File: config.mk
export PLATFORM = sky130hd
export DESIGN_NAME = mm_ram
export DESIGN_NICKNAME = d
export VERILOG_FILES = /design/src/rtl/mm_ram.sv
export SDC_FILE = /design/constraint.sdc
export NUM_CORES = 1
export LEC_CHECK = 0
export BUFFER_PORTS_ARGS = -buffer_cell sky130_fd_sc_hd__buf_2
export CAP_MARGIN = 0
export CORE_MARGIN = 3
export CORE_UTILIZATION = 50
export CTS_CLUSTER_DIAMETER = 200
export DETAILED_ROUTE_END_ITERATION = 10
export PLACE_DENSITY = 0.78
export SYNTH_ARGS = -nofsm -noshare
export SYNTH_HDL_FRONTEND = slang
export SYNTH_SLANG_ARGS = --single-unit
File: constraint.sdc
create_clock -name i_clk -period 2.2 [get_ports i_clk]
set_input_delay 0.22 -clock i_clk [delete_from_list [all_inputs] [get_ports i_clk]]
set_output_delay 0.22 -clock i_clk [all_outputs]
set_load 0.1 [all_outputs]
File: src/rtl/mm_ram.sv
// Generic single-write, single-read RAM with registered read data.
// Standalone; no package dependency.
module mm_ram #(
    parameter int WIDTH = 16,
    parameter int DEPTH = 64,
    localparam int AW = (DEPTH > 1) ? $clog2(DEPTH) : 1
) (
    input  logic             i_clk,
    input  logic             i_we,
    input  logic [AW-1:0]    i_waddr,
    input  logic [WIDTH-1:0] i_wdata,
    input  logic [AW-1:0]    i_raddr,
    output logic [WIDTH-1:0] o_rdata
);

    logic [WIDTH-1:0] r_mem [DEPTH];
    logic [WIDTH-1:0] r_rdata;

    always_ff @(posedge i_clk) begin
        if (i_we) begin
            r_mem[i_waddr] <= i_wdata;
        end
        r_rdata <= r_mem[i_raddr];
    end

    assign o_rdata = r_rdata;

endmodule

== Word-level counts from Yosys, hierarchy flattened ==
Memory sizes are Yosys's and may differ from the RTL's. A register that Yosys moved wholly into a read port is not among the register bits.
Index checks and enable logic that the tools add are counted.
Word-level totals
  word-level logic and storage cells: 3
  input port bits: 30
  memories: 1
  memory bits (writable): 1024
  output and inout bits: 16
  register bits after elaboration: 0
Memory list
  r_mem: words 64, width 16, read ports 1, clocked after Yosys merged registers in 1, wr ports 1, line 16  | logic [WIDTH-1:0] r_mem [DEPTH];
Cells by class
  muxes and demuxes: 2
Operator list (number)
  $mux 1: 2

== Logic depth before layout (Yosys ltp) ==
Gate-level depths: netlist (run 1).
  depth after elaboration: 2
  gate-level depth with buffers: 10
  depth with buffers taken out: 5

== Worst setup path after synthesis (run 1) ==
No wires, ideal clock.
  path type: input port to flip-flop
  start point: in i_waddr[3]
  end point: mem r_mem[48][0], enable pin
  data arrival time: 1.846 ns
  required time: 1.791 ns
  stages: 4
  buffers on the path: 1
  path slack: -0.055 ns
  cells stage by stage: clkbuf_1 nor2b_1 nand4b_1 nor3_1
RTL lines
  start, declared: line 10  | input logic [AW-1:0] i_waddr,
  end, declared: line 16
Straight into the memory's write port.

==> results of run 1 <==
-- sequential cells by signal (all words and copies together), names as in the netlist --
name,flops
r_mem,1024
o_rdata,16
-- worst max-delay path, stage by stage, from the launching register on --
cell	delay, ns
edfxtp_1	0.37
mux4_2	0.47
mux2i_1	0.27
a22oi_1	0.23
a31oi_1	0.31
buf_4	0.19
a311oi_1	0.06
-- area by class of cell --
class / count / area [sq um]
clock inverter: 50 / 467
tap: 1050 / 1310
sequential: 1040 / 31100
timing repair buffer: 276 / 2530
clock buffer: 132 / 2660
fill: 5424 / 32800
antenna: 5 / 12.5
multi-input combinational: 685 / 8250
-- final timing paths --
kind                                    from      endpoint  depth (start not counted)
worst max register to register  r_mem[6][11]   o_rdata[11]                          6
worst min register to register  r_mem[27][5]    o_rdata[5]                          4
worst max-delay path            r_mem[6][11]   o_rdata[11]                          6
worst min-delay path              i_wdata[4]  r_mem[47][4]                          1
-- layout by cell type, fill, tap and decap left out, drive strengths merged, types with 27 or more instances in the layout --
master	n
mux4	224
nor2b	30
a22oi	39
clkinv	38
mux2i	85
buf	275
edfxtp	1024
mux2	27
nor2	74
clkbuf	133
nand2	60
-- routing by layer --
layer  global-route usage [%]  up-vias  wire [microns]  share of wire [%]
met5                        0        -              41              0.043
met4                     8.81        6            3560                3.7
met3                     4.41      218            9150                9.6
met2                     37.5     1207           47200                 49
met1                     31.8    10600           35600                 37
li1                         -     8236               -                  -
-- logic make-up (layout without fill, tap and decap cells) --
| family | after synthesis | in the layout |
|---|---|---|
| AO/OA/AOI/OAI | 129 | 129 |
| buffers and inverters | 104 | 458 |
| flip-flops | 1040 | 1040 |
| multiplexers | 336 | 336 |
| other | 0 | 5 |
| AND/OR/NAND/NOR | 220 | 220 |
-- report_power, final --
| part | internal (mW) | switching [mW] | total (mW) |
|---|---|---|---|
| clock network | 9.25 | 7.19 | 16.4 |
| logic | 0.930 | 1.63 | 2.56 |
| registers | 21.9 | 0.0781 | 22.0 |
| total | 32.1 | 8.89 | 41.0 |
-- through the flow --
step / instances / utilization, %
3_3_place_gp: 3051 / 54.6
3_5_place_dp: 3051 / 54.6
2_1_floorplan: 1829 / -
4_1_cts: 3233 / 58.5
5_1_grt: 3233 / 58.5
6_report: 3238 / 58.5
==> impl_metrics.tcl, run 1 <==
set metrics [dict create \
    status "finished clean" \
    wl_per_cell_microns 29.5 \
    path_max_fanout 1 \
    synth_xor_area_share_pct 0 \
    fin_hold_ws_ns 0.0665 \
    max-vdd-ir-drop_uv 675 \
    grt_usage_pct 23.2 \
    cp.required_ns 2.73 \
    gr-total-overflow 0 \
    dieArea_sq_um 83500 \
    yosys.area_share.simple_pct 2.65 \
    ys_seq_elements 1040 \
    maxSlewHeadroom_pct 43.6 \
    drt_pass1_iterations 6 \
    tightest_slew_ns 0.845 \
    cts_sinks 1040 \
    syn_area_per_cell_sq_um 21.9 \
    yosysTopAreaCellShare_pct 76.8 \
    dieWidth_microns 289 \
    grt_max_degree 65 \
    cap_violations 0 \
    fin_tns_setup_ns 0 \
    fmax_mhz 495 \
    finClkSkew_ns 0.0217 \
    synth_compound_area_share_pct 2.41 \
    path_class "flip-flop to flip-flop" \
    cts_tree "built" \
    path_clk_slew_ns 0.06 \
    die_h_microns 289 \
    hold_path_class "input pin to flip-flop" \
    first_iter_violations 2767 \
    fin_nets 2132 \
    synth_top_family_by_area "multiplexers" \
    cts_root_buf "clkbuf_16" \
    drive_gt1_share_pct 30.6 \
    grt_pass1_wl_mm 140 \
    post-dp-hpwl_mm 57.9 \
    postLayoutCellArea_sq_um 46300 \
    ys.flop_type "edfxtp_1" \
    place_ws_ns -0.201 \
    grt_setup_unrepaired "false" \
    finalCritPeriodShare_pct 91.9 \
    ant_nets 0 \
    wirelength_mm 95.6 \
    min_period_ns 2.02 \
    report.final.slew_viol_count 0 \
    grt_antenna_before_repair 11 \
    async_flop_share_pct 0 \
    cts_made_buffers 99 \
    via_per_inst 6.26 \
    total_power_mw 41.0 \
    num_vias 20300 \
    r2r_slack_ns 0.18 \
    yosysTopAreaCell "edfxtp_1" \
    num_rows 103 \
    synth_edf_count 1024 \
    postCtsHoldBufs 0 \
    power.density_nw_per_um2 885 \
    synth_mux_area_share_pct 15.5 \
    syn-instance-count 1829 \
    cts_resized 0 \
    synth.most_common_cell "edfxtp_1" \
    syn2layout_area_growth_pct 15.6 \
    setup_viol 0 \
    drc_errors 0 \
    seq_area_frac_synth_pct 77.6 \
    cts_buffer_depth 3 \
    ys_types 43 \
    start_util_pct 50.6 \
    placed_cell_area_sq_um 43200 \
    cts_setup_buffers 0 \
    gp_congestion 0.860 \
    io_pins 46 \
    synthTopCellsByCount "edfxtp_1 (1024), mux4_2 (220), mux2i_1 (85)" \
    ys_warn_count 0 \
    critical_path_arrival_ns 2.55 \
    start_kind "flip-flop" \
    synth_fp_nets 1859 \
    synth_fa_ha_area_share_pct 0 \
    cts_max_level 3 \
    first_global_vias 20500 \
    syn_area_sq_um 40000 \
    core_sq_um 79100 \
    fin_ws_ns 0.178 \
    p_leak_nw 15.0 \
    synthTopCellsByArea "edfxtp_1 (77%), mux4_2 (12%), mux2i_1 (2.1%), dfxtp_1 (0.80%), mux2_2 (0.76%)" \
    clk_latency_ns 0.67 \
    end_kind "flip-flop" \
    port_buffers 45 \
    hold_viol_final 0 \
]
(Power assumes the default switching activity.)
==> run 2, diff against run 1 <==
--- a/config.mk
+++ b/config.mk
@@ -11,7 +11,7 @@
 export CORE_UTILIZATION = 50
 export CTS_CLUSTER_DIAMETER = 200
 export DETAILED_ROUTE_END_ITERATION = 10
-export PLACE_DENSITY = 0.78
+export PLACE_DENSITY = 0.75
 export SYNTH_ARGS = -nofsm -noshare
 export SYNTH_HDL_FRONTEND = slang
 export SYNTH_SLANG_ARGS = --single-unit
==> constraint.sdc (replaced) <==
create_clock -name i_clk -period 2.3 [get_ports i_clk]
set_input_delay 0.23 -clock i_clk [delete_from_list [all_inputs] [get_ports i_clk]]
set_output_delay 0.23 -clock i_clk [all_outputs]
set_load 0.1 [all_outputs]
==> impl_metrics.tcl, run 2 (same netlist as run 1, synthesis figures left out) <==
set metrics [dict create \
    path_clk_slew_ns 0.06 \
    setup_viol 0 \
    min_period_ns 2.08 \
    dieArea_sq_um 83500 \
    start_util_pct 50.6 \
    cts_buffer_depth 3 \
    cts_made_buffers 100 \
    first_iter_violations 2576 \
    cp.required_ns 2.82 \
    placed_cell_area_sq_um 43000 \
    gp_congestion 0.891 \
    hold_viol_final 0 \
    grt_usage_pct 23.7 \
    max-vdd-ir-drop_uv 580 \
    drt_pass1_iterations 5 \
    maxSlewHeadroom_pct 42.7 \
    cts_max_level 3 \
    grt_max_degree 65 \
    power.density_nw_per_um2 846 \
    drc_errors 0 \
    die_h_microns 289 \
    report.final.slew_viol_count 0 \
    mostFrequentLayoutCells "edfxtp_1 (1024), mux4_2 (220), buf_4 (187), clkbuf_16 (103), mux2i_1 (85)" \
    largest_reg_flops 1024 \
    critPathTopFamily "compound AO/OA/AOI/OAI gates" \
    via_per_inst 6.27 \
    status "finished clean" \
    grt_antenna_before_repair 10 \
    wirelength_mm 97.1 \
    slowest_stage "mux4_2" \
    finalCritPeriodShare_pct 90.4 \
    io_pins 46 \
    num_rows 103 \
    dieWidth_microns 289 \
    gr-total-overflow 0 \
    fin_nets 2129 \
    p_leak_nw 14.9 \
    wl_per_cell_microns 30.1 \
    total_power_mw 39.0 \
    cts_sinks 1040 \
    hold_path_class "input pin to flip-flop" \
    cpPeakStageDelay_ns 0.47 \
    core_sq_um 79100 \
    fmax_mhz 481 \
    final_common_cell "edfxtp_1" \
    drive_gt1_share_pct 30.3 \
    cts_tree "built" \
    cts_setup_buffers 0 \
    postLayoutCellArea_sq_um 46100 \
    syn2layout_area_growth_pct 15.2 \
    cts_root_buf "clkbuf_16" \
    path_class "flip-flop to flip-flop" \
    first_global_vias 20600 \
    grt_pass1_wl_mm 141 \
    finClkSkew_ns 0.0234 \
    post-dp-hpwl_mm 59.7 \
    top_register "r_mem" \
    end_kind "flip-flop" \
    port_buffers 45 \
    instances_no_fill 3227 \
    tightest_slew_ns 0.859 \
    num_vias 20200 \
    ant_nets 0 \
    path_cells "mux4_2, nor2b_1, a211o_1, a31oi_1, buf_4, a311oi_1" \
    dpl.cell_count 3045 \
    path_max_fanout 1 \
    cap_violations 0 \
    grt_setup_unrepaired "false" \
    critical_path_arrival_ns 2.60 \
    start_kind "flip-flop" \
    cts_resized 0 \
    critPathBufInv 1 \
    clk_latency_ns 0.66 \
]
-- run 2: cell count changes in the layout (fill, tap and decap cells not counted), sizes merged --
| cell | before | now |
|---|---|---|
| clkinv | 38 | 31 |
| inv | 5 | 2 |
| bufinv | 6 | 5 |
| dlygate4sd3 | 0 | 2 |
| buf | 275 | 269 |
| clkbuf | 133 | 138 |
| diode | 5 | 4 |
-- run 2: cell type report --
class / instances / area (sq um)
Antenna cell: 4 / 10.0
Clock buffer: 137 / 2750
Clock inverter: 39 / 320
Fill cell: 5561 / 33000
Multi-Input combinational cell: 685 / 8250
Sequential cell: 1040 / 31100
Tap cell: 1050 / 1310
Timing Repair Buffer: 272 / 2430
-- run 2: worst min-delay path, delay by kind of cell --
| family | cells | cell delay [ns] |
|---|---|---|
| buf+inv | 1 | 0.16 |
| simple gates | 2 | 0.15 |
-- run 2: final timing paths --
kind | startpoint | to | slack [ns] | cells past startpoint
max | r_mem[10][11] | o_rdata[11] | 0.22 | 6
min | i_waddr[2] | r_mem[54][2] | 0.07 | 3
max reg2reg | r_mem[10][11] | o_rdata[11] | 0.22 | 6
min reg2reg | r_mem[63][2] | o_rdata[2] | 0.83 | 5
-- run 2: repair_timing --
action | CTS | global route
hold buffers | 2 | 0
setup endpoints to repair | 0 | 0
hold endpoints to repair | 11 | 0
-- run 2: metal layers --
metal	global-route usage (%)	wire length, microns
met1	32.3	36700
met2	37.1	46500
met3	6.14	9800
met4	9.15	3960
met5	0	80
-- run 2: power breakdown --
group / switching [mW] / total (mW) / internal, mW
sequential: 0.0710 / 21.0 / 21.0
combinational: 1.56 / 2.44 / 0.881
clock: 6.69 / 15.6 / 8.86
total: 8.32 / 39.0 / 30.7
-- run 2: per-stage QoR --
stage	TNS, ns	utilization [%]	setup slack [ns]	hold slack [ns]
after floorplan	0	-	0.0352	0.329
after global placement	-0.996	54.4	-0.208	0.595
after detailed placement	-1.43	54.4	-0.234	0.597
after CTS	0	58.3	0.246	0.0256
after global routing	0	58.3	0.174	0.0623
final	0	58.3	0.220	0.0678
