$ cat src/rtl/mm_pkg.sv
// Shared constants, codes and types for the matrix multiplier.
// Used by every module of the block but mm_ram; depends on nothing.
package mm_pkg;

    localparam int MAX_DIM_DEF = 8;
    localparam int ELEM_W_DEF  = 16;

    localparam int VALUE_W  = 16;
    localparam int EXT_W    = 32;
    localparam int ROWCOL_W = 3;
    localparam int DIM_W    = 4;
    localparam int PROD_W   = 40;
    localparam int PADDR_W  = 4;
    localparam int PDATA_W  = 32;

    localparam logic [1:0] OP_WR_A = 2'd0;
    localparam logic [1:0] OP_WR_B = 2'd1;
    localparam logic [1:0] OP_MUL  = 2'd2;

    localparam logic [1:0] REG_A_ROWS = 2'd0;
    localparam logic [1:0] REG_INNER  = 2'd1;
    localparam logic [1:0] REG_B_COLS = 2'd2;

    localparam logic [DIM_W-1:0] DIM_RST = 4'd8;

    // Control that travels with each A element down the chain.
    typedef struct packed {
        logic vld;
        logic first;
        logic lastk;
    } t_ctl;

    // Dimension register to "count minus one", with zero read as one and
    // anything above the maximum read as the maximum.
    function automatic logic [DIM_W-1:0] dim_m1(input logic [DIM_W-1:0] d,
                                                input logic [DIM_W-1:0] max_d);
        logic [DIM_W-1:0] r;
        if (d == '0) begin
            r = '0;
        end else if (d > max_d) begin
            r = max_d - 1'b1;
        end else begin
            r = d - 1'b1;
        end
        return r;
    endfunction

endpackage

$ cat src/rtl/mm_cell.sv
// One column cell of the multiplier chain: holds one column of B, multiplies
// the passing A element by its B entry and accumulates. Depends on mm_pkg.
module mm_cell #(
    parameter int MAX_DIM    = mm_pkg::MAX_DIM_DEF,
    parameter int ELEM_WIDTH = mm_pkg::ELEM_W_DEF,
    parameter int COL        = 0,
    localparam int IDX_W = (MAX_DIM > 1) ? $clog2(MAX_DIM) : 1
) (
    input  logic                         i_clk,
    input  logic                         i_rst_n,
    input  mm_pkg::t_ctl                 i_ctl,
    input  logic [IDX_W-1:0]             i_k,
    input  logic signed [ELEM_WIDTH-1:0] i_a,
    input  logic                         i_bwr_en,
    input  logic [IDX_W-1:0]             i_bwr_row,
    input  logic [IDX_W-1:0]             i_bwr_col,
    input  logic [ELEM_WIDTH-1:0]        i_bwr_data,
    output mm_pkg::t_ctl                 o_ctl,
    output logic [IDX_W-1:0]             o_k,
    output logic signed [ELEM_WIDTH-1:0] o_a,
    output logic                         o_done,
    output logic [mm_pkg::PROD_W-1:0]    o_acc
);

    logic signed [ELEM_WIDTH-1:0]   r_b [MAX_DIM];
    mm_pkg::t_ctl                   r_ctl;
    logic [IDX_W-1:0]               r_k;
    logic signed [ELEM_WIDTH-1:0]   r_a;
    mm_pkg::t_ctl                   r_pctl;
    logic signed [2*ELEM_WIDTH-1:0] r_prod;
    logic [mm_pkg::PROD_W-1:0]      r_acc;
    logic                           r_done;
    logic signed [2*ELEM_WIDTH-1:0] n_prod;
    logic [mm_pkg::PROD_W-1:0]      n_acc;

    always_ff @(posedge i_clk) begin
        if (i_bwr_en && (i_bwr_col == IDX_W'(COL))) begin
            r_b[i_bwr_row] <= i_bwr_data;
        end
    end

    assign n_prod = i_a * r_b[i_k];

    // The product is cast to the result width (sign-extended at the default widths); the sum wraps.
    always_comb begin
        n_acc = mm_pkg::PROD_W'(r_prod);
        if (!r_pctl.first) begin
            n_acc = r_acc + mm_pkg::PROD_W'(r_prod);
        end
    end

    always_ff @(posedge i_clk) begin
        if (!i_rst_n) begin
            r_ctl  <= '0;
            r_pctl <= '0;
            r_done <= 1'b0;
        end else begin
            r_ctl  <= i_ctl;
            r_pctl <= i_ctl;
            r_done <= r_pctl.vld && r_pctl.lastk;
        end
        r_k    <= i_k;
        r_a    <= i_a;
        r_prod <= n_prod;
        if (r_pctl.vld) begin
            r_acc <= n_acc;
        end
    end

    assign o_ctl  = r_ctl;
    assign o_k    = r_k;
    assign o_a    = r_a;
    assign o_done = r_done;
    assign o_acc  = r_acc;

endmodule

$ cat config.mk
export PLATFORM = sky130hd
export DESIGN_NAME = mm_cell
export DESIGN_NICKNAME = d
export VERILOG_FILES = /design/src/rtl/mm_pkg.sv /design/src/rtl/mm_cell.sv
export SDC_FILE = /design/constraint.sdc
export NUM_CORES = 1
export LEC_CHECK = 0
export BUFFER_PORTS_ARGS = -buffer_cell sky130_fd_sc_hd__buf_4
export CORE_MARGIN = 2
export CORE_UTILIZATION = 55
export DETAILED_ROUTE_END_ITERATION = 10
export PLACE_DENSITY = 0.83
export SLEW_MARGIN = 20
export SYNTH_ARGS = -nofsm -noshare
export SYNTH_HDL_FRONTEND = slang
export SYNTH_SLANG_ARGS = --single-unit
$ cat constraint.sdc
create_clock -name i_clk -period 8.8 [get_ports i_clk]
set_input_delay 0.88 -clock i_clk [delete_from_list [all_inputs] [get_ports i_clk]]
set_output_delay 0.88 -clock i_clk [all_outputs]
set_load 0.005 [all_outputs]
# Yosys cells after proc, flatten, opt, wreduce, memory -nomap -nowiden

Memories as Yosys holds them, arrays and structs flattened.
Index checks and enable logic that the tools add are counted.

Memories: 1
Bits in writable memories: 128
Output and inout bits: 63
Register bits: 95
Input bits: 47
Logic and storage cells: 17

Memories:

| name | depth | width | rd ports | clocked after memory_dff | wr ports | line          | RTL |
|---|---|---|---|---|---|---|---|
| r_b  | 8     | 16    | 1        | 0                        | 1        | mm_cell.sv:25 | `logic signed [ELEM_WIDTH-1:0] r_b [MAX_DIM];` |

Muxes and demuxes: 3
Reduce and logical (&&, ||, !) cells: 3
$add $sub $neg: 1
Multipliers: 1

Operators with widths:

| cell                         | count |
|---|---|
| adder 40 bit                 | 1 |
| two-way mux 40 bit           | 1 |
| multiplier 16 x 16 -> 32 bit | 1 |
| zero test 3 bit              | 1 |
| logical AND 1 bit            | 2 |
| two-way mux 1 bit            | 2 |

# Depth between registers and ports, before layout

Word-level depth: 4
Depth in mapped cells: 28
Mapped depth without buffers: 25

# Least setup slack after synthesis

OpenSTA, ideal clock, no wires.

Path kind: input to register
Start: in i_k[0]
End: reg r_prod[31]
Buffers on the path: 3
Cell stages on the path: 25
Required time: 8.679 ns
Library setup time: 0.121 ns
Path slack: 0.898 ns
Arrival time: 7.781 ns
Cells stage by stage: clkbuf_1 buf_2 mux4_2 mux2_2 clkbuf_1 nand2_1 inv_1 fa_1 fa_1 fa_1 fa_1 fa_1 inv_1 fa_1 inv_1 ha_1 nand4_1 nor4_1 a32oi_1 o311ai_1 a41oi_1 nor2b_1 o21a_1 o41a_1 xnor2_1

Word-level cells in the longest chain between the ends: 2

Ends and longest elaborated chain:

| what                         | line          | RTL |
|---|---|---|
| from (decl)                  | mm_cell.sv:12 | `input logic [IDX_W-1:0] i_k,` |
| memory read (8 x 16 bit)     | --            |  |
| multiplier 16 x 16 -> 32 bit | mm_cell.sv:42 | `assign n_prod = i_a * r_b[i_k];` |
| via n_prod[31]               | mm_cell.sv:33 | `logic signed [2*ELEM_WIDTH-1:0] n_prod;` |
| to (signal assigned)         | mm_cell.sv:64 | `r_prod <= n_prod;` |
| to (decl)                    | mm_cell.sv:30 | `logic signed [2*ELEM_WIDTH-1:0] r_prod;` |

The timed path passes the listed nets, and every way through them passes these cells.
A chain may end at the register's enable or synchronous reset.

# Worst setup path in the final report

Same ends and word-level chain as after synthesis.

==> results.md <==
* Status: complete, no violations
* Fin Setup TNS at 0 ps
* Initial antenna violation count at 0
* DRT iter0 DRCs at 817
* Final min period at 7663 ps
* Ys flop type: edfxtp_1
* Main combinational cell family by area after synthesis: adder cells
* Sink Count at 223
* Final WL at 43.06 mm
* Die H at 192.2 µm
* Vias at 13090
* GPL Wtd Cong at 0.9248
* Via density at 5.642
* I/O pins at 110
* Nets at 2279
* Clock Skews at 20.24 ps
* Max-Cap Viols at 0
* FMAX at 130.5 MHz
* Seq/Total Area, Yosys at 31.55%
* Async SR Flop Fraction at 0%
* Crit end category: register
* First-pass DRT Iterations at 5
* IO Port Bufs at 109
* Required time worst endpoint at 9210 ps
* Cts hold-fix bufs at 0
* Starting density of the core at 56.12%
* Worst hold path class: register to register
* Final Max Tran Viols at 0
* Clk root buf: clkbuf_16
* Mapped Avg Cell Area at 11.06 µm²
* Final core occ at 62.13%
* CP Launch Type: primary input
* XOR/XNOR Fraction of Synth Area at 2.878%
* Synth top area share at 27.03%
* Largest net degree at the start of global routing at 76
* H-tree lvl count at 1
* GR Overflow Total at 0
* Final Hold Fails at 0
* Syn_nets at 2193
* Adder-Cell Fraction of Synth Area at 34.80%
* Top cells by area, synth: fa_1 (27%), edfxtp_1 (26%), ha_1 (7.8%)
* Crit path DAT at 8070 ps
* CP max FO at 21
* Number of CTS-inserted buffers at 23
* Global-route wire length before repair at 71.41 mm
* Hpwl dp at 32.18 mm
* Post-route ant nets at 0
* Core Region at 0.03471 mm²
* WS Path Type: primary input to register
* # setup viols final at 0
* Relative slew slack at 26.72%
* Cell accounting for the most synthesized area: fa_1
* Number of inserted diodes at 0
* Tcrit/Tclk final at 87.07%
* # DRC at 0
* Share of cells above drive strength 1 at 11.90%
* Syn Std Cell Area at 0.01948 mm²
* Rows at 68
* Multiplexer area fraction after synthesis at 4.849%
* Vias in the first global route at 13992
* Hold slack at 507.1 ps
* CTS clk-pin slew, worst paths at 60 ps
* Maximum clock insertion buffer count at 3
* Worst Max-Slew Pin Slew at 1098 ps
* TritonCTS clock tree: done
* RSZ-0062 raised after global routing: false
* Post-CTS Setup Repair Bufs at 0
* Yosys warns at 0
* Drt wl/cell at 18.56 µm
* Post-synthesis cell type count at 59
* Yosys reg bits at 223
* Area growth syn-to-layout at 10.71%
* Synth Area in Simple Gates at 12.17%
* Clock Latency Late Sink at 530 ps
* Die footprint at 0.03694 mm²
* Post-synth EDFFs at 168
* Cts repair resizes at 0
* Compound-gate portion of the synthesized area at 6.776%
* Die width at 192.2 µm
* FILL cells at 2665
* Mapped Cells at 1762
* Aggregate global-route resource usage at 24.38%
==> kinds of logic (layout without fill, tap and decap cells) <==
| family | after synthesis | after routing |
|---|---|---|
| mux | 53 | 53 |
| fa+ha+maj | 384 | 384 |
| simple gates | 468 | 468 |
| buf+inv | 361 | 464 |
| flops | 223 | 223 |
| xor+xnor | 64 | 64 |
| compound gates | 209 | 209 |
==> critical path, cell delays in order <==
cell,delay [ps]
buf_4,340
mux4_2,540
mux2_2,420
nand2_1,170
inv_1,100
fa_1,650
fa_1,860
fa_1,520
fa_1,500
fa_1,490
inv_1,50
fa_1,470
inv_1,40
ha_1,310
nand4_1,210
nor4_1,100
a32oi_1,220
o311ai_1,150
a41oi_1,300
nor2b_1,90
o21a_1,190
o41a_1,330
xnor2_1,130
==> placed cells by master (no fill, tap or decap), drive strengths merged, types with 9 or more instances in the layout <==
cell type,instances
xnor2,41
fa,263
xor2,23
nor2,46
a21oi,64
mux4,32
buf,122
and2,48
nand3,17
o21ai,54
ha,121
nor3,18
clkbuf,37
nand2,173
a211oi,12
a21o,22
inv,302
o21a,11
mux2,11
dfxtp,55
a31oi,9
mux2i,10
edfxtp,168
nand4,12
nor2b,91
nand2b,23
==> final timing paths <==
kind / slack, ps / startpoint / cells after the start / endpoint
setup / recovery: 1140 / i_k[0] / 23 / r_prod[31]$_DFF_P_
hold reg to reg: 510 / r_pctl[0]$_SDFF_PN0_ / 1 / o_done$_SDFF_PN0_
hold / removal: 510 / r_pctl[0]$_SDFF_PN0_ / 1 / o_done$_SDFF_PN0_
setup reg to reg: 1530 / r_b[4][1]$_DFFE_PP_ / 22 / r_prod[31]$_DFF_P_
==> layer usage <==
layer | global-route usage (%) | share of wire, %
met1 | 32.60 | 42
met2 | 41.10 | 48
met3 | 4.367 | 7.6
met4 | 6.753 | 2.7
met5 | 0 | 0
==> synth_stat cells, drive strengths merged, types with 3 or more instances <==
| master | number |
|---|---|
| inv | 300 |
| a21oi | 64 |
| fa | 263 |
| nand2 | 173 |
| and3 | 8 |
| mux2 | 11 |
| xor2 | 23 |
| a2111o | 3 |
| a21boi | 3 |
| a31oi | 9 |
| o211ai | 8 |
| clkbuf | 56 |
| nor3b | 4 |
| xnor2 | 41 |
| nand3 | 17 |
| o21bai | 3 |
| ha | 121 |
| nor2b | 91 |
| edfxtp | 168 |
| and2 | 48 |
| nor4b | 4 |
| nor4 | 8 |
| a211oi | 12 |
| nor3 | 18 |
| mux2i | 10 |
| dfxtp | 55 |
| mux4 | 32 |
| nor2 | 46 |
| o21ai | 54 |
| or4b | 3 |
| buf | 5 |
| nand4 | 12 |
| o21a | 11 |
| a21o | 22 |
| o31ai | 5 |
| or2 | 8 |
| nand2b | 23 |
==> layout make-up <==
type / count / area (µm²) / share of cell area, %
Inverter: 300 / 1126 / 5.221
Clock buffer: 37 / 730.7 / 3.388
Clock inverter: 5 / 63.81 / 0.2959
Multi-Input combinational cell: 1178 / 12010 / 55.70
Timing Repair Buffer: 122 / 915.9 / 4.247
Sequential cell: 223 / 6148 / 28.51
Tap cell: 455 / 569.3 / 2.640
==> per-stage QoR <==
stage	area [µm²]	std cells	worst slack (ps)
6_report	21570	2320	1137
5_1_grt	21570	2320	722.1
3_3_place_gp	20770	2278	772.6
4_1_cts	21570	2320	1143
3_5_place_dp	20770	2278	607.9
2_1_floorplan	19480	1762	897.9
==> state kept, by name, indices dropped and copies added, names as in the netlist <==
register / count
r_b: 128
o_acc: 40
r_prod: 32
o_a: 16
o_k: 3
r_pctl: 3
o_done: 1
Power is not shown: default switching activity piles up to over one toggle a cycle in this logic, so the estimate is an artifact.
